### src/sv/tlpt_pkg.sv
// ----------------------------------------------------------------------------
// tlpt_pkg
// Shared types and constants of the two-level page table engine.
// ----------------------------------------------------------------------------
`timescale 1ns / 1ps

package tlpt_pkg;

  localparam int PAGE_SHIFT = 12;
  localparam int DIR_SHIFT  = 22;
  localparam int INDEX_W    = 10;
  localparam int FRAME_W    = 20;
  localparam int FLAG_W     = 3;
  localparam int ADDR_W     = 32;
  localparam int STATUS_W   = 2;

  // Flag bit positions
  localparam int F_PRESENT  = 0;
  localparam int F_WRITABLE = 1;
  localparam int F_USER     = 2;

  typedef enum logic [1:0] {
    OP_TRANSLATE = 2'd0,
    OP_MAP       = 2'd1,
    OP_UNMAP     = 2'd2,
    OP_NOP       = 2'd3
  } op_t;

  localparam logic [STATUS_W-1:0] STATUS_DONE       = 2'd0;
  localparam logic [STATUS_W-1:0] STATUS_NOT_MAPPED = 2'd1;
  localparam logic [STATUS_W-1:0] STATUS_NO_SLOT    = 2'd2;

  typedef struct packed {
    logic [FRAME_W-1:0] frame;
    logic [FLAG_W-1:0]  flags;
  } tab_entry_t;

  typedef struct packed {
    logic [STATUS_W-1:0] status;
    logic [ADDR_W-1:0]   translated_address;
    logic [FRAME_W-1:0]  released_frame;
    logic                release_valid;
    logic                flush_request;
  } result_t;

  typedef struct packed {
    logic    load;
    result_t result;
  } seq_ctl_t;

endpackage

### src/sv/tlpt_if.sv


interface tlpt_rsp_if;
  logic        valid;
  logic        ready;
  logic [1:0]  status;
  logic [31:0] translated_address;
  logic [19:0] released_frame;
  logic        release_valid;
  logic        flush_request;

  modport source (output valid, status, translated_address, released_frame,
                  release_valid, flush_request, input ready);
  modport sink   (input valid, status, translated_address, released_frame,
                  release_valid, flush_request, output ready);
endinterface

### src/sv/tlpt_out_reg.sv
// ----------------------------------------------------------------------------
// tlpt_out_reg
// Output register of the response channel.
// ----------------------------------------------------------------------------
`timescale 1ns / 1ps

module tlpt_out_reg (
  input  logic               clk,
  input  logic               rst,
  input  tlpt_pkg::seq_ctl_t ctl,
  output logic               free,
  tlpt_rsp_if.source         response
);

  logic              valid;
  tlpt_pkg::result_t res;

  assign free = !valid || response.ready;

  always_ff @(posedge clk) begin
    if (rst) begin
      valid <= 1'b0;
    end else if (ctl.load) begin
      valid <= 1'b1;
    end else if (response.ready) begin
      valid <= 1'b0;
    end
  end

  always_ff @(posedge clk) begin
    if (ctl.load) begin
      res <= ctl.result;
    end
  end

  assign response.valid              = valid;
  assign response.status             = res.status;
  assign response.translated_address = res.translated_address;
  assign response.released_frame     = res.released_frame;
  assign response.release_valid      = res.release_valid;
  assign response.flush_request      = res.flush_request;

endmodule

### src/flat_wrapper.sv
// flat-port wrapper written by rule: the top's interface ports become plain ports
module tlpt_out_reg_flat 
  (clk, rst, ctl, free, response_valid, response_status, response_translated_address, response_released_frame, response_release_valid, response_flush_request, response_ready);
  tlpt_rsp_if response_i ();
  input  logic clk;
  input  logic rst;
  input  tlpt_pkg::seq_ctl_t ctl;
  output logic free;
  output wire logic [$bits(response_i.valid)-1:0] response_valid;
  output wire logic [$bits(response_i.status)-1:0] response_status;
  output wire logic [$bits(response_i.translated_address)-1:0] response_translated_address;
  output wire logic [$bits(response_i.released_frame)-1:0] response_released_frame;
  output wire logic [$bits(response_i.release_valid)-1:0] response_release_valid;
  output wire logic [$bits(response_i.flush_request)-1:0] response_flush_request;
  input wire logic [$bits(response_i.ready)-1:0] response_ready;
  assign response_valid = response_i.valid;
  assign response_status = response_i.status;
  assign response_translated_address = response_i.translated_address;
  assign response_released_frame = response_i.released_frame;
  assign response_release_valid = response_i.release_valid;
  assign response_flush_request = response_i.flush_request;
  assign response_i.ready = response_ready;
  tlpt_out_reg u_core (.clk(clk), .rst(rst), .ctl(ctl), .free(free), .response(response_i));
endmodule
### config.mk
export PLATFORM = sky130hd
export DESIGN_NAME = tlpt_out_reg_flat
export DESIGN_NICKNAME = d
export VERILOG_FILES = /design/src/sv/tlpt_pkg.sv /design/src/sv/tlpt_if.sv /design/src/sv/tlpt_out_reg.sv /design/src/flat_wrapper.sv
export SDC_FILE = /design/constraint.sdc
export NUM_CORES = 1
export LEC_CHECK = 0
export BUFFER_PORTS_ARGS = -buffer_cell sky130_fd_sc_hd__buf_2
export CORE_MARGIN = 4
export CORE_UTILIZATION = 36
export DETAILED_ROUTE_END_ITERATION = 7
export PLACE_DENSITY = 0.84
export REMOVE_ABC_BUFFERS = 1
export SYNTH_ARGS = -nofsm -noshare
export SYNTH_HDL_FRONTEND = slang
export SYNTH_SLANG_ARGS = --single-unit
### constraint.sdc
create_clock -name clk -period 0.8 [get_ports clk]
set_input_delay 0.16 -clock clk [delete_from_list [all_inputs] [get_ports clk]]
set_output_delay 0.16 -clock clk [all_outputs]
set_load 0.005 [all_outputs]
# Word level (Yosys, flattened, before mapping)

Index checks and enable logic that the tools add are counted.

Flip-flop bits (word level): 57
Bits in latches: 0
Bits in writable memories: 0
Memory bits (read-only): 0
Output and inout port bits: 58
Logic and storage cells: 11
Memories: 0

$add $sub $neg: 0
Multipliers: 0
Div/mod/pow operators: 0
$lt $le $gt $ge: 0
Equality and inequality tests: 0
Shift-type cells: 0
Multiplexer cells: 2
Bitwise logic cells: 0
Reduce and logical (&&, ||, !) cells: 3

Operators by type and width:

| kind              | number |
|---|---|
| $mux 1            | 2 |
| $reduce_bool 2->1 | 1 |
| $logic_not 1->1   | 1 |
| $logic_or 1x1->1  | 1 |

# Longest topological paths before layout

Gate-level depths: netlist of the first run.

Depth in word-level cells: 2
Gate-level depth with buffers: 2
Depth with buffers taken out: 2

# Least setup slack after synthesis of the first run

No wires, ideal clock.

Path type: reg2reg
From: register, netlist name u_core.response.valid
To: register u_core.valid (netlist: u_core.response.valid)
Arrival: 0.541 ns
Slack: 0.193 ns
Cell stages (with the launch flop): 3
Buffers on the path: 0
Cells stage by stage: dfxtp_1 -> nand2b_4 -> a21oi_2

RTL lines:

| item                   | RTL line           | text |
|---|---|---|
| end signal: assignment | tlpt_out_reg.sv:22 | `valid <= 1'b0;` |
| end signal: assignment | tlpt_out_reg.sv:24 | `valid <= 1'b1;` |
| end signal: assignment | tlpt_out_reg.sv:26 | `valid <= 1'b0;` |
| end: declaration       | tlpt_out_reg.sv:15 | `logic valid;` |

# Final worst setup path of the first run

From: register u_core.res (netlist bit u_core.response.released_frame[6])
To: output response_released_frame[6]

RTL lines:

| item                     | RTL line           | text |
|---|---|---|
| start: declaration       | tlpt_out_reg.sv:16 | `tlpt_pkg::result_t res;` |
| start signal: assignment | tlpt_out_reg.sv:32 | `res <= ctl.result;` |
| end: declaration         | flat_wrapper.sv:12 | `output wire logic [$bits(response_i.released_frame)-1:0] response_released_frame;` |

No word-level cell between the ends.

==> metrics, run 1 <==
Port Buffer Count=about 120; Ys Warns=0; hpwl dp=just under 3000 um; Antenna diodes=0; status=finished with violations; Cell Area, Synth=~1700 sq um; WL per Instance=about 16 um; layout cell share with drive strength beyond 1=about 63%; dpl ws=-0.02345 ns; GRT Overall Usage=14.27%; htree depth=3; final core occ=a little over 60%; worst setup margin=-0.2305 ns; die area=between 5000 and 6000 sq um; max_cap viols=0; cells after synthesis=60; CTS tree=built; Final Skew=0 ns; fin nets=between 200 and 300; CP Class=register to output pin; largest cells by area after synthesis=edfxtp_1 (97%), dfxtp_1 (1.2%), nand2b_4 (0.80%); Stages on worst setup path=1; FP Rows=24; initial drt markers=40; VDD IR max=around 1.5 mV; CP max-delay cell=edfxtp_1; Synth top area share=a little over nine tenths; Worst-Skew Late Latency=between 0.3 and 0.4 ns; CP endpoint kind=output pin; Syn-to-layout area delta=59.81%; Via density=~4.3; Crit path buffers/inverters=1; Seq cells post-synth=57; drt pass-1 iters=4; slew margin rel.=89.07%; via count of the first global-routing pass=roughly 1200; crit-path cells=buf_2; Die Ht=77.28 um; Required @ worst endpoint=between 0.6 and 0.7 ns; register area share after synthesis=98.48%; upper clock frequency limit=between 900 and 1000 MHz; # IOs=around 120; period utilisation layout=128.8%; crit-path max cell delay=0.40 ns; Initial Util=38.36%; Syn Area/Cell=roughly 29 sq um; largest net degree at the start of global routing=32; failing checks=setup timing; peak fanout along the critical path=1; Distinct cells, synth=5; Worst Hold Depth=1; Reg2Reg Depth=3; Clock Sinks=57; Worst Path Arrival=0.87 ns; clock period minus final worst setup slack=about 1.0 ns; startpoint type of the worst setup path=register; Power Density=approximately 2300 nW/um^2; Reg clk slew, reported paths=around 0.06 ns; post-synth top area cell=edfxtp_1; Worst path top cell family by delay=flip-flops; Routability Congestion=about 0.65; CTS Buf Count=9; Hold/Removal Path Class=input pin to register; Vias=between 1000 and 1500; max-slew violation count=0; Core Area=around 4500 sq um; final antenna-violating net count=0; register area=~1700 sq um; RSZ-0062 raised after global routing=yes; pin slew with the least headroom to its limit=approximately 0.16 ns; Filler Cell Count=approximately 340; GRT Residual Overflow=0; commonest non-fill, non-tap cell in the layout=buf_2; first-pass GRT wire length=between 6000 and 7000 um; multi-input logic area=22.52 sq um; Die Width=about 77 um; cell leakage power=between 0.001 and 0.0015 uW; clock tree root driver cell=clkbuf_8; total routed wirelength=a little over 4000 um; most frequent cells in the layout=buf_2 (115), edfxtp_1 (56), dlygate4sd3_1 (16), clkbuf_8 (10), clkbuf_1 (5); Final Hold Viols=0; antenna violations before repair=1; Clock Tree Buf Depth=2; number of endpoints failing setup at the final stage=slightly below 60; Post-route DRC=0
==> cell type report <==
type	count	share of cell area [%]
clock inverter	1	0.1812
inverter	1	0.1359
sequential	57	61.67
timing repair buffer	136	29.18
multi-input combinational	2	0.8156
tap	52	2.356
clock buffer	15	5.664
==> routing by layer <==
| metal | track usage, % | part of all wire (%) | up-vias |
|---|---|---|---|
| met5 | 0 | 0.31 | - |
| met4 | 8.007 | 1.4 | 2 |
| met3 | 7.143 | 11 | 7 |
| met2 | 22.11 | 49 | 75 |
| met1 | 15.90 | 38 | 516 |
| li1 | - | - | 533 |
==> cell usage after synthesis <==
| cell | instances |
|---|---|
| a21oi_2 | 1 |
| edfxtp_1 | 56 |
| dfxtp_1 | 1 |
| nand2b_4 | 1 |
| inv_1 | 1 |
==> repair_timing <==
action	4_1_cts	5_1_grt
hold buffers	15	1
setup buffers	0	1
endpoints found under the hold margin	15	1
endpoints found under the setup margin	58	58
gates resized for setup	2	1
==> power breakdown <==
| part | internal (uW) | switching (uW) | leakage, uW |
|---|---|---|---|
| logic | 329 | 241 | 0.000569 |
| registers | 3540 | 59.2 | 0.000557 |
| clock network | 1210 | 994 | 0.0000817 |
| total | 5080 | 1290 | 0.00121 |
==> through the flow <==
step	instances	setup TNS, ns	power [uW]	hold WS, ns	area [sq um]
final	264	-9.607	6375	0.01907	2761
after CTS	262	-10.85	6426	0.001188	2738
after global routing	264	-12.12	6623	0.0005354	2761
after detailed placement	231	-0.6966	4163	0.3365	2419
after global placement	231	-0.4820	4139	0.3311	2419
after floorplan	60	0	3710	0.2224	1728
==> sequential cells by signal, indices dropped and copies added (netlist names) <==
name	count
u_core.response.valid	1
u_core.response.translated_address	32
u_core.response.release_valid	1
u_core.response.flush_request	1
u_core.response.status	2
u_core.response.released_frame	20
==> logic make-up (layout without fill, tap and decap cells) <==
family | after synthesis | in the layout | synth area share (%)
buffers and inverters | 1 | 153 | 0.2170
AND/OR/NAND/NOR | 1 | 1 | 0.7963
AO/OA/AOI/OAI | 1 | 1 | 0.5070
flip-flops | 57 | 57 | 98.48
==> final timing paths <==
kind	from	to	slack, ns
worst max-delay path	u_core.response.released_frame[6]$_DFFE_PP_	response_released_frame[6]	-0.23
worst max register to register	u_core.response.valid$_SDFFE_PP0P_	u_core.response.valid$_SDFFE_PP0P_	0.07
worst min-delay path	ctl[27]	u_core.response.translated_address[5]$_DFFE_PP_	0.02
worst min register to register	u_core.response.valid$_SDFFE_PP0P_	u_core.response.valid$_SDFFE_PP0P_	0.59
Note: power is estimated with default switching activity, not from simulation.
==> run 2, diff against run 1 <==
HOLD_SLACK_MARGIN = 0.02   (was default)
==> run 2 against run 1 <==
The run still ends with setup timing left. Highest routed layer is now met4. Critical endpoint unchanged. Clock skew is the same. Combinational power grew 26%. Count of clock-buffer cells in the layout is the same. Critical path depth is the same.
==> metrics, run 2 (synthesized netlist as in run 1, its figures left out) <==
VDD IR max=1.624 mV (+8.2%); CTS tree=built; hpwl dp=2914 um (unchanged); max reg flops=32 (unchanged); CTS Buf Count=9 (unchanged); clock period minus final worst setup slack=1.026 ns (-0.005008 ns); max_cap viols=0 (unchanged); Hold/Removal Path Class=input pin to register; peak fanout along the critical path=1 (unchanged); status=finished with violations; Post-route DRC=0 (unchanged); Worst Hold Depth=1 (unchanged); Antenna diodes=0 (unchanged); WL per Instance=16.10 um (+2.8%); hold endpoint=u_core.response.released_frame[15]$_DFFE_PP_; sequential share of power=55.0% (-1.5 points); final antenna-violating net count=0 (unchanged); upper clock frequency limit=975.1 MHz (+0.49%); Required @ worst endpoint=0.64 ns (about the same); CP Class=register to output pin; Comb pwr share=11.0% (+2.1 points); GRT Overall Usage=17.14% (+2.9 points); Core Area=4504 sq um (unchanged); initial drt markers=37 (-7.5%); # IOs=118 (unchanged); crit-path max cell delay=0.40 ns (about the same); Routability Congestion=0.6549 (unchanged); Switching Fraction=20.51% (+0.21 points); clock tree root driver cell=clkbuf_8; clock share of power=34.0% (-0.6 points); Hold Crit Start=ctl[17]; FP Rows=24 (unchanged); r2r setup slk=0.15 ns (+0.08 ns); total power=6543 uW (+2.6%); dpl cells=231 (unchanged); Vias=1289 (+14%); CP max-delay cell=edfxtp_1; Crit path buffers/inverters=1 (unchanged); RSZ-0062 raised after global routing=yes; Die Width=77.28 um (unchanged); Clock Sinks=57 (unchanged); antenna violations before repair=0 (-1); Clock Tree Buf Depth=2 (unchanged); Worst Path Arrival=0.87 ns (about the same); startpoint type of the worst setup path=register; pin slew with the least headroom to its limit=0.1644 ns (+0.0004544 ns); most frequent cells in the layout=buf_2 (115), edfxtp_1 (56), dlygate4sd3_1 (55), clkbuf_8 (10), clkbuf_1 (5); first-pass GRT wire length=7458 um (+21%); commonest non-fill, non-tap cell in the layout=buf_2; period utilisation layout=128.2% (-0.63 points); Via density=4.268 (-0.55%); Setup Total Neg Slack=-9.772 ns (-0.1647 ns); total routed wirelength=4863 um (+18%); drt pass-1 iters=4 (unchanged); layout cell share with drive strength beyond 1=53.20% (-10 points); Die Ht=77.28 um (unchanged); Worst path top cell family by delay=flip-flops; Non-Filler Instances=302 (+14%); reg-to-reg endpoint=u_core.response.valid$_SDFFE_PP0P_; Final Hold Viols=0 (unchanged); Critical R2R Launch=u_core.response.valid$_SDFFE_PP0P_; Reg clk slew, reported paths=0.07 ns (about the same); Port Buffer Count=117 (unchanged); Final Skew=0 ns (unchanged); slew margin rel.=89.04% (about the same); Initial Util=38.36% (unchanged); worst setup margin=-0.2255 ns (+0.005008 ns); GRT Residual Overflow=0 (unchanged); failing checks=setup timing; P_int=5201 uW (+2.4%); die area=5972 sq um (unchanged); Syn-to-layout area delta=82.11%; max-slew violation count=0 (unchanged); crit-path cells=buf_2; Reg2Reg Depth=2 (-1); Worst-Skew Late Latency=0.31 ns (about the same); Filler Cell Count=290 (-14%); fin nets=305 (+14%); htree depth=3 (unchanged); largest net degree at the start of global routing=32 (unchanged); CP endpoint kind=output pin; Power Density=2079 nW/um^2 (-9.9%); via count of the first global-routing pass=1499 (+22%); number of endpoints failing setup at the final stage=58 (unchanged); Switching Power=1342 uW (+3.7%); cell leakage power=0.001366 uW (+13%)
## run 2: changes by cell type in the layout (fill, tap and decap cells not counted), sizes merged
cell	previous run	this run
dlygate4sd3	16	55
buf	120	119
## run 2: metrics by stage
step	setup slack [ns]	util, %	area (sq um)	hold WS [ns]
floorplan	0.1926	-	1728	0.2224
global placement	-0.01821	53.69	2419	0.3311
detailed placement	-0.02345	53.69	2419	0.3365
CTS	-0.2325	69.44	3128	0.02010
global route	-0.2729	69.86	3147	0.02317
finish	-0.2255	69.86	3147	0.03469
## run 2: metal layers
layer | wire length [um] | track usage [%]
met5 | 0 | 0
met4 | 75 | 8.719
met3 | 487 | 7.377
met2 | 2549 | 29.71
met1 | 1751 | 17.45
## run 2: what timing repair did
action / in CTS / in global routing
gates resized for setup: 2 / 2
hold buffers: 54 / 1
pin swaps: 0 / 0
gates cloned: 0 / 0
setup buffers: 0 / 0
endpoints found under the setup margin: 58 / 58
hold endpoints to repair: 54 / 1
## run 2: power by group through the flow
stage | Combinational, uW | Sequential (uW) | Clock, uW
2_1_floorplan | 9.36 | 3700 | 0
6_report | 721 | 3600 | 2220
4_1_cts | 709 | 3600 | 2260
5_1_grt | 783 | 3620 | 2410
3_3_place_gp | 491 | 3650 | 0
3_5_place_dp | 504 | 3660 | 0
## run 2: cell type report
type,instances,area [sq um],area share [%]
Clock inverter,1,5.005,0.1590
Inverter,1,3.754,0.1193
Clock buffer,15,156.4,4.970
Timing Repair Buffer,174,1189,37.77
Multi-Input combinational cell,2,22.52,0.7157
Sequential cell,57,1705,54.19
Tap cell,52,65.06,2.068
## run 2: worst max-delay path by stage
| stage | cells past startpoint | slack [ns] | end | from |
|---|---|---|---|---|
| 6_report | 1 | -0.23 | response_released_frame[6] | u_core.response.released_frame[6]$_DFFE_PP_ |
| 3_5_place_dp | 2 | -0.02 | u_core.response.released_frame[14]$_DFFE_PP_ | ctl[56] |
| 4_1_cts | 1 | -0.23 | response_released_frame[5] | u_core.response.released_frame[5]$_DFFE_PP_ |
| 3_3_place_gp | 2 | -0.02 | u_core.response.translated_address[27]$_DFFE_PP_ | ctl[56] |
| 5_1_grt | 1 | -0.27 | response_released_frame[6] | u_core.response.released_frame[6]$_DFFE_PP_ |
| 2_1_floorplan | 2 | 0.19 | u_core.response.valid$_SDFFE_PP0P_ | u_core.response.valid$_SDFFE_PP0P_ |
## run 2: worst register-to-register path: cells and delay by family (launching register included)
family	cells	cell delay [ns]
flops	1	0.37
compound gates	1	0.14
simple gates	1	0.07
