File: src/sv/tlpt_pkg.sv
// ----------------------------------------------------------------------------
// tlpt_pkg
// Shared types and constants of the two-level page table engine.
// ----------------------------------------------------------------------------
`timescale 1ns / 1ps

package tlpt_pkg;

  localparam int PAGE_SHIFT = 12;
  localparam int DIR_SHIFT  = 22;
  localparam int INDEX_W    = 10;
  localparam int FRAME_W    = 20;
  localparam int FLAG_W     = 3;
  localparam int ADDR_W     = 32;
  localparam int STATUS_W   = 2;

  // Flag bit positions
  localparam int F_PRESENT  = 0;
  localparam int F_WRITABLE = 1;
  localparam int F_USER     = 2;

  typedef enum logic [1:0] {
    OP_TRANSLATE = 2'd0,
    OP_MAP       = 2'd1,
    OP_UNMAP     = 2'd2,
    OP_NOP       = 2'd3
  } op_t;

  localparam logic [STATUS_W-1:0] STATUS_DONE       = 2'd0;
  localparam logic [STATUS_W-1:0] STATUS_NOT_MAPPED = 2'd1;
  localparam logic [STATUS_W-1:0] STATUS_NO_SLOT    = 2'd2;

  typedef struct packed {
    logic [FRAME_W-1:0] frame;
    logic [FLAG_W-1:0]  flags;
  } tab_entry_t;

  typedef struct packed {
    logic [STATUS_W-1:0] status;
    logic [ADDR_W-1:0]   translated_address;
    logic [FRAME_W-1:0]  released_frame;
    logic                release_valid;
    logic                flush_request;
  } result_t;

  typedef struct packed {
    logic    load;
    result_t result;
  } seq_ctl_t;

endpackage

File: src/sv/tlpt_if.sv
// ----------------------------------------------------------------------------
// tlpt_if
// Request and response channels of the page table engine.
// ----------------------------------------------------------------------------
`timescale 1ns / 1ps

interface tlpt_req_if;
  logic        valid;
  logic        ready;
  logic [1:0]  operation;
  logic [31:0] virtual_address;
  logic [31:0] physical_address;
  logic [2:0]  flags;

  modport source (output valid, operation, virtual_address, physical_address, flags,
                  input ready);
  modport sink   (input valid, operation, virtual_address, physical_address, flags,
                  output ready);
endinterface


File: src/sv/tlpt_seq.sv
// ----------------------------------------------------------------------------
// tlpt_seq
// Sequencer: clears both stores after reset, then walks each operation through a
// directory read and, where the operation and directory entry call for it, a table read or write.
// ----------------------------------------------------------------------------
`timescale 1ns / 1ps

module tlpt_seq #(
  parameter int TABLE_SLOTS = 16,
  localparam int SLOT_W = (TABLE_SLOTS > 1) ? $clog2(TABLE_SLOTS) : 1,
  localparam int NFS_W  = $clog2(TABLE_SLOTS + 1),
  localparam int DIR_W  = tlpt_pkg::FLAG_W + SLOT_W,
  localparam int TAB_AW = $clog2(TABLE_SLOTS * 1024),
  localparam int TAB_W  = $bits(tlpt_pkg::tab_entry_t)
) (
  input  logic                     clk,
  input  logic                     rst,
  tlpt_req_if.sink                 request,
  input  logic                     out_free,
  output tlpt_pkg::seq_ctl_t       ctl,
  output logic                     clearing,
  // directory store
  output logic                     dir_we,
  output logic [tlpt_pkg::INDEX_W-1:0] dir_wr_addr,
  output logic [DIR_W-1:0]         dir_wr_data,
  output logic [tlpt_pkg::INDEX_W-1:0] dir_rd_addr,
  input  logic [DIR_W-1:0]         dir_rd_data,
  // table store
  output logic                     tab_we,
  output logic [TAB_AW-1:0]        tab_wr_addr,
  output logic [TAB_W-1:0]         tab_wr_data,
  output logic [TAB_AW-1:0]        tab_rd_addr,
  input  logic [TAB_W-1:0]         tab_rd_data
);

  typedef enum logic [2:0] {
    S_CLEAR,
    S_IDLE,
    S_DIR,
    S_TAB,
    S_RESP
  } state_t;

  state_t                            state;
  logic [TAB_AW-1:0]                 clr_cnt;
  logic [NFS_W-1:0]                  next_free_slot;
  tlpt_pkg::op_t                     op;
  logic [tlpt_pkg::ADDR_W-1:0]       va;
  logic [tlpt_pkg::FRAME_W-1:0]      pa_frame;
  logic [tlpt_pkg::FLAG_W-1:0]       fl;
  logic [TAB_AW-1:0]                 tab_addr;
  tlpt_pkg::result_t                 res;

  logic                              dir_present;
  logic [SLOT_W-1:0]                 dir_slot;
  logic                              have_space;
  logic [SLOT_W-1:0]                 map_slot;
  logic [TAB_AW-1:0]                 tab_index;
  logic                              map_alloc;
  logic                              map_write;
  tlpt_pkg::tab_entry_t              entry;

  assign dir_present = dir_rd_data[tlpt_pkg::F_PRESENT];
  assign dir_slot    = dir_rd_data[DIR_W-1:tlpt_pkg::FLAG_W];
  assign have_space  = next_free_slot < NFS_W'(TABLE_SLOTS);
  assign map_slot    = dir_present ? dir_slot : next_free_slot[SLOT_W-1:0];
  assign tab_index   = TAB_AW'({map_slot,
                                va[tlpt_pkg::PAGE_SHIFT +: tlpt_pkg::INDEX_W]});
  assign map_alloc   = (state == S_DIR) && (op == tlpt_pkg::OP_MAP) && !dir_present
                       && have_space;
  assign map_write   = (state == S_DIR) && (op == tlpt_pkg::OP_MAP)
                       && (dir_present || have_space);
  assign entry       = tlpt_pkg::tab_entry_t'(tab_rd_data);

  assign request.ready = (state == S_IDLE);
  assign clearing      = (state == S_CLEAR);
  assign ctl.load      = (state == S_RESP) && out_free;
  assign ctl.result    = res;

  // Directory is read at the incoming address so the entry is ready in the cycle
  // after the transfer.
  assign dir_rd_addr = request.virtual_address[tlpt_pkg::DIR_SHIFT +: tlpt_pkg::INDEX_W];
  assign tab_rd_addr = tab_index;

  always_comb begin
    dir_we      = 1'b0;
    dir_wr_addr = va[tlpt_pkg::DIR_SHIFT +: tlpt_pkg::INDEX_W];
    dir_wr_data = {next_free_slot[SLOT_W-1:0], fl[tlpt_pkg::F_USER], 1'b1, 1'b1};
    tab_we      = 1'b0;
    tab_wr_addr = tab_index;
    tab_wr_data = {pa_frame, fl};
    if (state == S_CLEAR) begin
      dir_we      = 1'b1;
      dir_wr_addr = clr_cnt[tlpt_pkg::INDEX_W-1:0];
      dir_wr_data = '0;
      tab_we      = 1'b1;
      tab_wr_addr = clr_cnt;
      tab_wr_data = '0;
    end else if (map_alloc || map_write) begin
      dir_we = map_alloc;
      tab_we = map_write;
    end else if ((state == S_TAB) && (op == tlpt_pkg::OP_UNMAP)) begin
      tab_we      = 1'b1;
      tab_wr_addr = tab_addr;
      tab_wr_data = '0;
    end
  end

  always_ff @(posedge clk) begin
    if (rst) begin
      state          <= S_CLEAR;
      clr_cnt        <= '0;
      next_free_slot <= '0;
    end else begin
      case (state)
        S_CLEAR: begin
          clr_cnt <= clr_cnt + TAB_AW'(1);
          if (clr_cnt == TAB_AW'(TABLE_SLOTS * 1024 - 1)) begin
            state <= S_IDLE;
          end
        end
        S_IDLE: begin
          if (request.valid) begin
            op       <= tlpt_pkg::op_t'(request.operation);
            va       <= request.virtual_address;
            pa_frame <= request.physical_address[tlpt_pkg::PAGE_SHIFT +: tlpt_pkg::FRAME_W];
            fl       <= request.flags;
            res      <= '0;
            state    <= S_DIR;
          end
        end
        S_DIR: begin
          tab_addr <= tab_index;
          state    <= S_RESP;
          case (op)
            tlpt_pkg::OP_TRANSLATE, tlpt_pkg::OP_UNMAP: begin
              if (!dir_present) begin
                res.status <= tlpt_pkg::STATUS_NOT_MAPPED;
              end else begin
                state <= S_TAB;
              end
            end
            tlpt_pkg::OP_MAP: begin
              if (map_write) begin
                res.flush_request <= 1'b1;
              end else begin
                res.status <= tlpt_pkg::STATUS_NO_SLOT;
              end
              if (map_alloc) begin
                next_free_slot <= next_free_slot + NFS_W'(1);
              end
            end
            default: begin
            end
          endcase
        end
        S_TAB: begin
          state <= S_RESP;
          if (op == tlpt_pkg::OP_UNMAP) begin
            res.released_frame <= entry.frame;
            res.release_valid  <= (entry.frame != '0);
            res.flush_request  <= 1'b1;
          end else if (entry.flags[tlpt_pkg::F_PRESENT]) begin
            res.translated_address <= {entry.frame, va[tlpt_pkg::PAGE_SHIFT-1:0]};
          end else begin
            res.status <= tlpt_pkg::STATUS_NOT_MAPPED;
          end
        end
        S_RESP: begin
          // hold until the output register can take the result
          if (out_free) begin
            state <= S_IDLE;
          end
        end
        default: begin
          state <= S_IDLE;
        end
      endcase
    end
  end

endmodule

File: src/flat_wrapper.sv
// flat-port wrapper written by rule: the top's interface ports become plain ports
module tlpt_seq_flat 
#(
  parameter int TABLE_SLOTS = 16,
  localparam int SLOT_W = (TABLE_SLOTS > 1) ? $clog2(TABLE_SLOTS) : 1,
  localparam int NFS_W  = $clog2(TABLE_SLOTS + 1),
  localparam int DIR_W  = tlpt_pkg::FLAG_W + SLOT_W,
  localparam int TAB_AW = $clog2(TABLE_SLOTS * 1024),
  localparam int TAB_W  = $bits(tlpt_pkg::tab_entry_t)
)
  (clk, rst, out_free, ctl, clearing, dir_we, dir_wr_addr, dir_wr_data, dir_rd_addr, dir_rd_data, tab_we, tab_wr_addr, tab_wr_data, tab_rd_addr, tab_rd_data, request_valid, request_operation, request_virtual_address, request_physical_address, request_flags, request_ready);
  tlpt_req_if request_i ();
  input  logic clk;
  input  logic rst;
  input  logic out_free;
  output tlpt_pkg::seq_ctl_t ctl;
  output logic clearing;
  output logic dir_we;
  output logic [tlpt_pkg::INDEX_W-1:0] dir_wr_addr;
  output logic [DIR_W-1:0] dir_wr_data;
  output logic [tlpt_pkg::INDEX_W-1:0] dir_rd_addr;
  input  logic [DIR_W-1:0] dir_rd_data;
  output logic tab_we;
  output logic [TAB_AW-1:0] tab_wr_addr;
  output logic [TAB_W-1:0] tab_wr_data;
  output logic [TAB_AW-1:0] tab_rd_addr;
  input  logic [TAB_W-1:0] tab_rd_data;
  input wire logic [$bits(request_i.valid)-1:0] request_valid;
  input wire logic [$bits(request_i.operation)-1:0] request_operation;
  input wire logic [$bits(request_i.virtual_address)-1:0] request_virtual_address;
  input wire logic [$bits(request_i.physical_address)-1:0] request_physical_address;
  input wire logic [$bits(request_i.flags)-1:0] request_flags;
  output wire logic [$bits(request_i.ready)-1:0] request_ready;
  assign request_i.valid = request_valid;
  assign request_i.operation = request_operation;
  assign request_i.virtual_address = request_virtual_address;
  assign request_i.physical_address = request_physical_address;
  assign request_i.flags = request_flags;
  assign request_ready = request_i.ready;
  tlpt_seq #(.TABLE_SLOTS(TABLE_SLOTS)) u_core (.clk(clk), .rst(rst), .request(request_i), .out_free(out_free), .ctl(ctl), .clearing(clearing), .dir_we(dir_we), .dir_wr_addr(dir_wr_addr), .dir_wr_data(dir_wr_data), .dir_rd_addr(dir_rd_addr), .dir_rd_data(dir_rd_data), .tab_we(tab_we), .tab_wr_addr(tab_wr_addr), .tab_wr_data(tab_wr_data), .tab_rd_addr(tab_rd_addr), .tab_rd_data(tab_rd_data));
endmodule
File: config.mk
export PLATFORM = sky130hd
export DESIGN_NAME = tlpt_seq_flat
export DESIGN_NICKNAME = d
export VERILOG_FILES = /design/src/sv/tlpt_pkg.sv /design/src/sv/tlpt_if.sv /design/src/sv/tlpt_seq.sv /design/src/flat_wrapper.sv
export SDC_FILE = /design/constraint.sdc
export NUM_CORES = 1
export LEC_CHECK = 0
export ABC_CLOCK_PERIOD_IN_PS = 7550
export BUFFER_PORTS_ARGS = -buffer_cell sky130_fd_sc_hd__buf_2
export CAP_MARGIN = 15
export CORE_MARGIN = 2
export CORE_UTILIZATION = 52
export CTS_CLUSTER_DIAMETER = 40
export DETAILED_ROUTE_END_ITERATION = 8
export PLACE_DENSITY = 0.83
export SYNTH_ARGS = -nofsm -noshare
export SYNTH_HDL_FRONTEND = slang
export SYNTH_SLANG_ARGS = --single-unit
export TNS_END_PERCENT = 20
File: constraint.sdc
create_clock -name clk -period 7.55 [get_ports clk]
set_input_delay 0.755 -clock clk [delete_from_list [all_inputs] [get_ports clk]]
set_output_delay 0.755 -clock clk [all_outputs]
set_load 0.02 [all_outputs]
Word-level counts from Yosys, hierarchy flattened
Cells that the tools add are included.
Widths: inputs -> output; s select.
{"block": "classes", "bitwise": 1, "order_cmp": 1, "mux": 33, "reduce_logical": 23, "eq_ne": 19, "add_sub_neg": 2}
{"cell": "$pmux 53 s2", "n": 1}
{"cell": "$mux 23", "n": 3}
{"cell": "$mux 56", "n": 1}
{"cell": "$mux 14", "n": 3}
{"cell": "$mux 34", "n": 1}
{"cell": "$mux 32", "n": 1}
{"cell": "$mux 22", "n": 1}
{"cell": "$reduce_bool 20->1", "n": 1}
{"cell": "$mux 3", "n": 5}
{"cell": "$pmux 3 s5", "n": 1}
{"cell": "$add 14x1->14 const B", "n": 1}
{"cell": "$eq 14x14->1 const B", "n": 1}
{"cell": "$ne 2x2->1 const B", "n": 7}
{"cell": "$mux 10", "n": 1}
{"cell": "$ne 3x3->1 const B", "n": 3}
{"cell": "$reduce_and 3->1", "n": 3}
{"cell": "$reduce_and 8->1", "n": 1}
{"cell": "$mux 1", "n": 7}
{"cell": "$mux 7", "n": 1}
{"cell": "$eq 3x2->1 const B", "n": 2}
{"cell": "$logic_and 1x1->1", "n": 6}
{"cell": "$mux 2", "n": 3}
{"cell": "$pmux 2 s3", "n": 1}
{"cell": "$reduce_and 6->1", "n": 1}
{"cell": "other kinds (21)", "n": 23}
{"block": "word_totals", "wordCells": 92, "out_inout_bits": 139, "regBits": 149}

Logic depth before layout (Yosys ltp)
{"block": "depth", "depth_word": 7, "depth_mapped": 7, "depth_no_buf": 5}

Worst setup path before layout
No wires, ideal clock.
{"block": "synth_path", "kind": "input to register", "startpoint": "in rst", "endpoint": "reg u_core.fl[0] in the netlist's numbering (enable)", "stages": 2, "arrival_ns": 3.775, "required_time_ns": 7.072, "slack_ns": 3.297, "setup_ns": 0.478, "path_cell_list": "or3b_2 nor2b_1"}
{"block": "synth_between", "elab_chain_len": 2}
{"element": "from (decl)", "line": "flat_wrapper.sv:14", "source": "input logic rst;"}
{"element": "$not 1->1 (no source line)"}
{"element": "$reduce_and 3->1 (no source line)"}
{"element": "to (signal assigned)", "line": "tlpt_seq.sv:127", "source": "fl <= request.flags;"}
{"element": "to (decl)", "line": "tlpt_seq.sv:50", "source": "logic [tlpt_pkg::FLAG_W-1:0] fl;"}
Every way passes these cells.
A chain may end at the register's enable or synchronous reset.

Worst setup path after layout
{"block": "layout_path", "startpoint": "reg u_core.state[0]", "endpoint": "out tab_wr_addr[5]"}
{"block": "layout_between", "elab_chain_len": 7, "word_cells_on_any_way": 12}
{"element": "from (decl)", "line": "tlpt_seq.sv:44", "source": "state_t state;"}
{"element": "from (signal assigned)", "line": "tlpt_seq.sv:111", "source": "state <= S_CLEAR;"}
{"element": "from (signal assigned)", "line": "tlpt_seq.sv:119", "source": "state <= S_IDLE;"}
{"element": "from (signal assigned)", "line": "tlpt_seq.sv:129", "source": "state <= S_DIR;"}
{"element": "$eq 3x2->1", "line": "tlpt_seq.sv:69, tlpt_seq.sv:71"}
{"element": "$logic_and 1x1->1", "line": "tlpt_seq.sv:69, tlpt_seq.sv:71"}
{"element": "$logic_and 1x1->1", "line": "tlpt_seq.sv:69", "source": "assign map_alloc = (state == S_DIR) && (op == tlpt_pkg::OP_MAP) && !dir_present"}
{"element": "$logic_and 1x1->1", "line": "tlpt_seq.sv:70", "source": "&& have_space;"}
{"element": "$logic_or 1x1->1", "line": "tlpt_seq.sv:99", "source": "end else if (map_alloc || map_write) begin"}
{"element": "$mux 14", "line": "tlpt_seq.sv:99"}
{"element": "$mux 14 (*)", "line": "tlpt_seq.sv:92", "source": "if (state == S_CLEAR) begin"}
{"element": "to (decl)", "line": "flat_wrapper.sv:24", "source": "output logic [TAB_AW-1:0] tab_wr_addr;"}
Every way passes the cells marked *; elsewhere a longest branch is shown, timed or not.

==> results.md <==
- Once detail routing completed, the nets flagged for antenna violations numbered 0.
- Summed over all cells, the static leakage comes to roughly 3.3 nW.
- The wire length after detailed routing is 13.04 mm.
- The element type at the critical path end is a primary output.
- Dividing the final minimum period by the clock period gives 0.5550.
- The post-synthesis cell type with the largest combined area is sky130_fd_sc_hd__edfxtp_1.
- Traced cell by cell, the critical path runs through and3b_1, and2_1, mux2i_1, o21ai_0, buf_2.
- The register-to-register path setup slack is roughly 4.4 ns.
- The detailed router finished its first iteration with between 300 and 400 violations.
- The combined global-route utilization of all metal layers is 0.2126.
- The peak supply drop is 241.0 uV.
- Dividing the detail-routed wire length by the instance count gives approximately 16 um.
- The endpoint of the worst hold path is u_core.tab_addr[0].
- In the synthesized netlist the dominant register cell turns out to be sky130_fd_sc_hd__edfxtp_1.
- After clock tree synthesis, the clock-pin slew on the worst setup and hold paths is 0.06 ns.
- The core region is about 0.011 mm^2.
- At the pin with the least slew margin, the transition time is ~1.2 ns.
- The flow ran to the end, and the final reports show no timing, DRC or antenna violations.
- In this run the clock root is driven by a sky130_fd_sc_hd__clkbuf_16.
- The end of the worst register-to-register path is u_core.ctl[23].
- The async set or reset register ratio after synthesis is 0.
- The number of stages on the worst hold path is 0.
- In the routed design, unresolved DRC markers number 0.
- The number of cells on the worst reg-to-reg path is 4.
- The worst setup path is of the reg2out kind.
- At the end of the flow the core is filled with cells to 0.6727.
- The detail-routed via count per cell is just over 5.
- At the end of routability-driven placement, the weighted congestion stood at approximately 0.8.
- The post-route setup TNS is 0 ns.
- The highest achievable clock rate is approximately 240 MHz.
- For this design, the slowest cell found on the critical path is sky130_fd_sc_hd__and2_1.
- Sorting the synthesized cells by area gives the leading types as sky130_fd_sc_hd__edfxtp_1, sky130_fd_sc_hd__dfxtp_1, sky130_fd_sc_hd__and2_1, sky130_fd_sc_hd__nor2b_1, sky130_fd_sc_hd__nand2_1.
- The repair_antennas step left the layout with diodes totalling 0.
- The total number of yosys warnings is 0.
- The number of search-and-repair iterations in the first detailed-routing pass is 4.
- The highest net fanout along the worst path is 33.
- The areal power density over the cells is around 220 mW/mm^2.
- The final count of hold timing violations was 0.
- On the critical path the largest part of the delay comes from simple AND/OR/NAND/NOR gates.
- The starting density of the core is 0.5311.
- The post-cts sizing count is 0.
- The worst max-slew margin expressed relative to the limit is 0.2280.
- The type of origin of the critical path is a flip-flop.
- When the netlist entered floorplanning its net count stood at 557.
- The synthesized area divided by synthesized cell count is between 10 and 15 um^2.
- For this run, the register share of the synthesized area comes to 0.7015.
- TritonCTS created 17 clock buffers.
- The max-slew violation count is 0.
- In this run, post-CTS hold repair placed 0 buffers.
- The first global-routing pass estimated 20.89 mm of wire.
- For the finished layout, the period the worst path requires is roughly 4.2 ns.
- The startpoint of the most critical hold path is u_core.va[12].
- sky130_fd_sc_hd__edfxtp_1 is the most common cell in the netlist.
- The y dimension of the die is around 110 um.
- The die covers around 0.013 mm^2.
- The placed wire-length estimate after detailed placement is 9.334 mm.
- For this run, the post-layout net count is about 760.
- The fraction of layout instances using a drive strength above 1 is 0.4021.
- The sum of buffers and inverters on the critical path is 1.
- The horizontal extent of the die is between 100 and 150 um.
- The initial antenna violation count is 0.
- The top-level I/O count is 242.
- After synthesis, the most frequently instantiated cells are sky130_fd_sc_hd__edfxtp_1, sky130_fd_sc_hd__nand2_1, sky130_fd_sc_hd__and2_1.
- The synthesized design contains between 100 and 150 enable-type register cells.
- The routed layout has roughly 4200 vias.
- The netlist uses 42 different library cells.
- The netlist area before placement is between 0.006 and 0.007 mm^2.
- Setup repair after global routing left no endpoint under its margin.
- The H-tree was split into 4 levels.
- STA puts the critical path data required time at about 7 ns.
- The cell count after synthesis is about 450.
- Counting flops and latches in the post-synthesis netlist gives ~150.
- The row count is 39.
- The fraction of post-synthesis cell area in the top cell type by area is 0.6288.
- The pin count of the biggest net entering global routing is 56.
- The post-CTS setup repair buffer count is 0.
- Max-cap violations in this run came to 0.
- The worst register-to-register path begins at u_core.state[0].
- The synthesis-to-finish area growth is 26.66%.
- The number of global-route vias before repair came to ~4300.
- In this run the deepest clock path goes through 2 buffers.
- The quantity of I/O buffers inserted on ports is 225.
- The path class of the lowest-slack min-delay path is reg2reg.
- The setup-violating endpoint count in the final report is 0.
- For this run, the slowest stage of the critical path takes roughly 0.90 ns.
- The CTS tree is done.
- The clock insertion delay at the later pin of the skew report is a little over 0.4 ns.
- The total clock sinks is 149.
- The setup clock skew after layout is slightly above 0.009 ns.
- The total global routing overflow is 0.
- Data arrives at the worst endpoint at roughly 3.4 ns.
## flip-flops by register name, indices dropped and copies added, names as in the netlist
| signal | flops |
|---|---|
| u_core.fl | 3 |
| u_core.tab_addr | 14 |
| u_core.pa_frame | 20 |
| u_core.op | 2 |
| u_core.next_free_slot | 5 |
| u_core.state | 3 |
| u_core.va | 32 |
| u_core.ctl | 56 |
| u_core.clr_cnt | 14 |
## how the worst max path moves through the flow
stage	from	endpoint	slack, ns	cells past startpoint
after floorplan	rst	u_core.fl[0]	3.30	2
after global placement	u_core.state[0]	tab_wr_addr[5]	3.86	5
after detailed placement	u_core.state[0]	tab_wr_addr[5]	3.77	5
after CTS	u_core.state[0]	tab_wr_addr[5]	3.31	5
after global routing	u_core.state[0]	tab_wr_addr[2]	3.08	5
final	u_core.state[0]	tab_wr_addr[5]	3.36	5
## final cells by class
cell class	count	area (um^2)
clock inverter	12	82.58
tap	143	178.9
inverter	3	11.26
timing repair buffer	227	1141
fill	811	3737
clock buffer	19	432.9
sequential	149	4254
multi-input combinational	259	1580
## logic make-up after synthesis
kind of cell,share of synthesized area
adders and majority gates,0.004126
AOI/OAI and AO/OA,0.04395
and+or+nand+nor,0.1622
buffers and inverters,0.04188
xor gates and xnor gates,0.01589
muxes,0.03053
DFF,0.7015
## cell usage in the layout, fill, tap and decap left out, types with 4 or more instances in the layout
cell type	count
sky130_fd_sc_hd__a21oi_1	17
sky130_fd_sc_hd__and2_1	39
sky130_fd_sc_hd__and3_1	4
sky130_fd_sc_hd__buf_2	225
sky130_fd_sc_hd__clkbuf_16	17
sky130_fd_sc_hd__clkinvlp_4	4
sky130_fd_sc_hd__dfxtp_1	22
sky130_fd_sc_hd__edfxtp_1	127
sky130_fd_sc_hd__mux2_2	4
sky130_fd_sc_hd__mux2i_1	14
sky130_fd_sc_hd__nand2_1	43
sky130_fd_sc_hd__nand3_1	8
sky130_fd_sc_hd__nand4_1	6
sky130_fd_sc_hd__nor2_1	23
sky130_fd_sc_hd__nor2b_1	26
sky130_fd_sc_hd__nor4_1	7
sky130_fd_sc_hd__o21ai_0	18
sky130_fd_sc_hd__xnor2_1	4
sky130_fd_sc_hd__xor2_1	7
## metal layers
layer,routed length (um),track usage,part of all wire,vias up
li1,-,-,-,2017
met1,5284,0.2694,0.41,1972
met2,6593,0.3511,0.51,196
met3,1010,0.07295,0.077,13
met4,155,0.06179,0.012,0
met5,0,0,0,-
## power breakdown
| group | switching (W) | total [W] | internal [W] |
|---|---|---|---|
| clock | 0.000319 | 0.000736 | 0.000417 |
| sequential | 0.00000205 | 0.000889 | 0.000887 |
| combinational | 0.0000283 | 0.0000532 | 0.0000249 |
| total | 0.000349 | 0.00168 | 0.00133 |
## stage by stage
step	instance area, um^2	setup slack, ns	total power [W]	hold slack, ns	std cells
5_1_grt	7681	3.079	0.001733	0.4924	812
3_5_place_dp	7166	3.766	0.0009592	0.4690	781
4_1_cts	7681	3.306	0.001691	0.4833	812
6_report	7681	3.360	0.001678	0.4824	812
3_3_place_gp	7166	3.864	0.0009574	0.4636	781
2_1_floorplan	6065	3.297	0.0009294	0.4505	452
(Power assumes the default switching activity.)
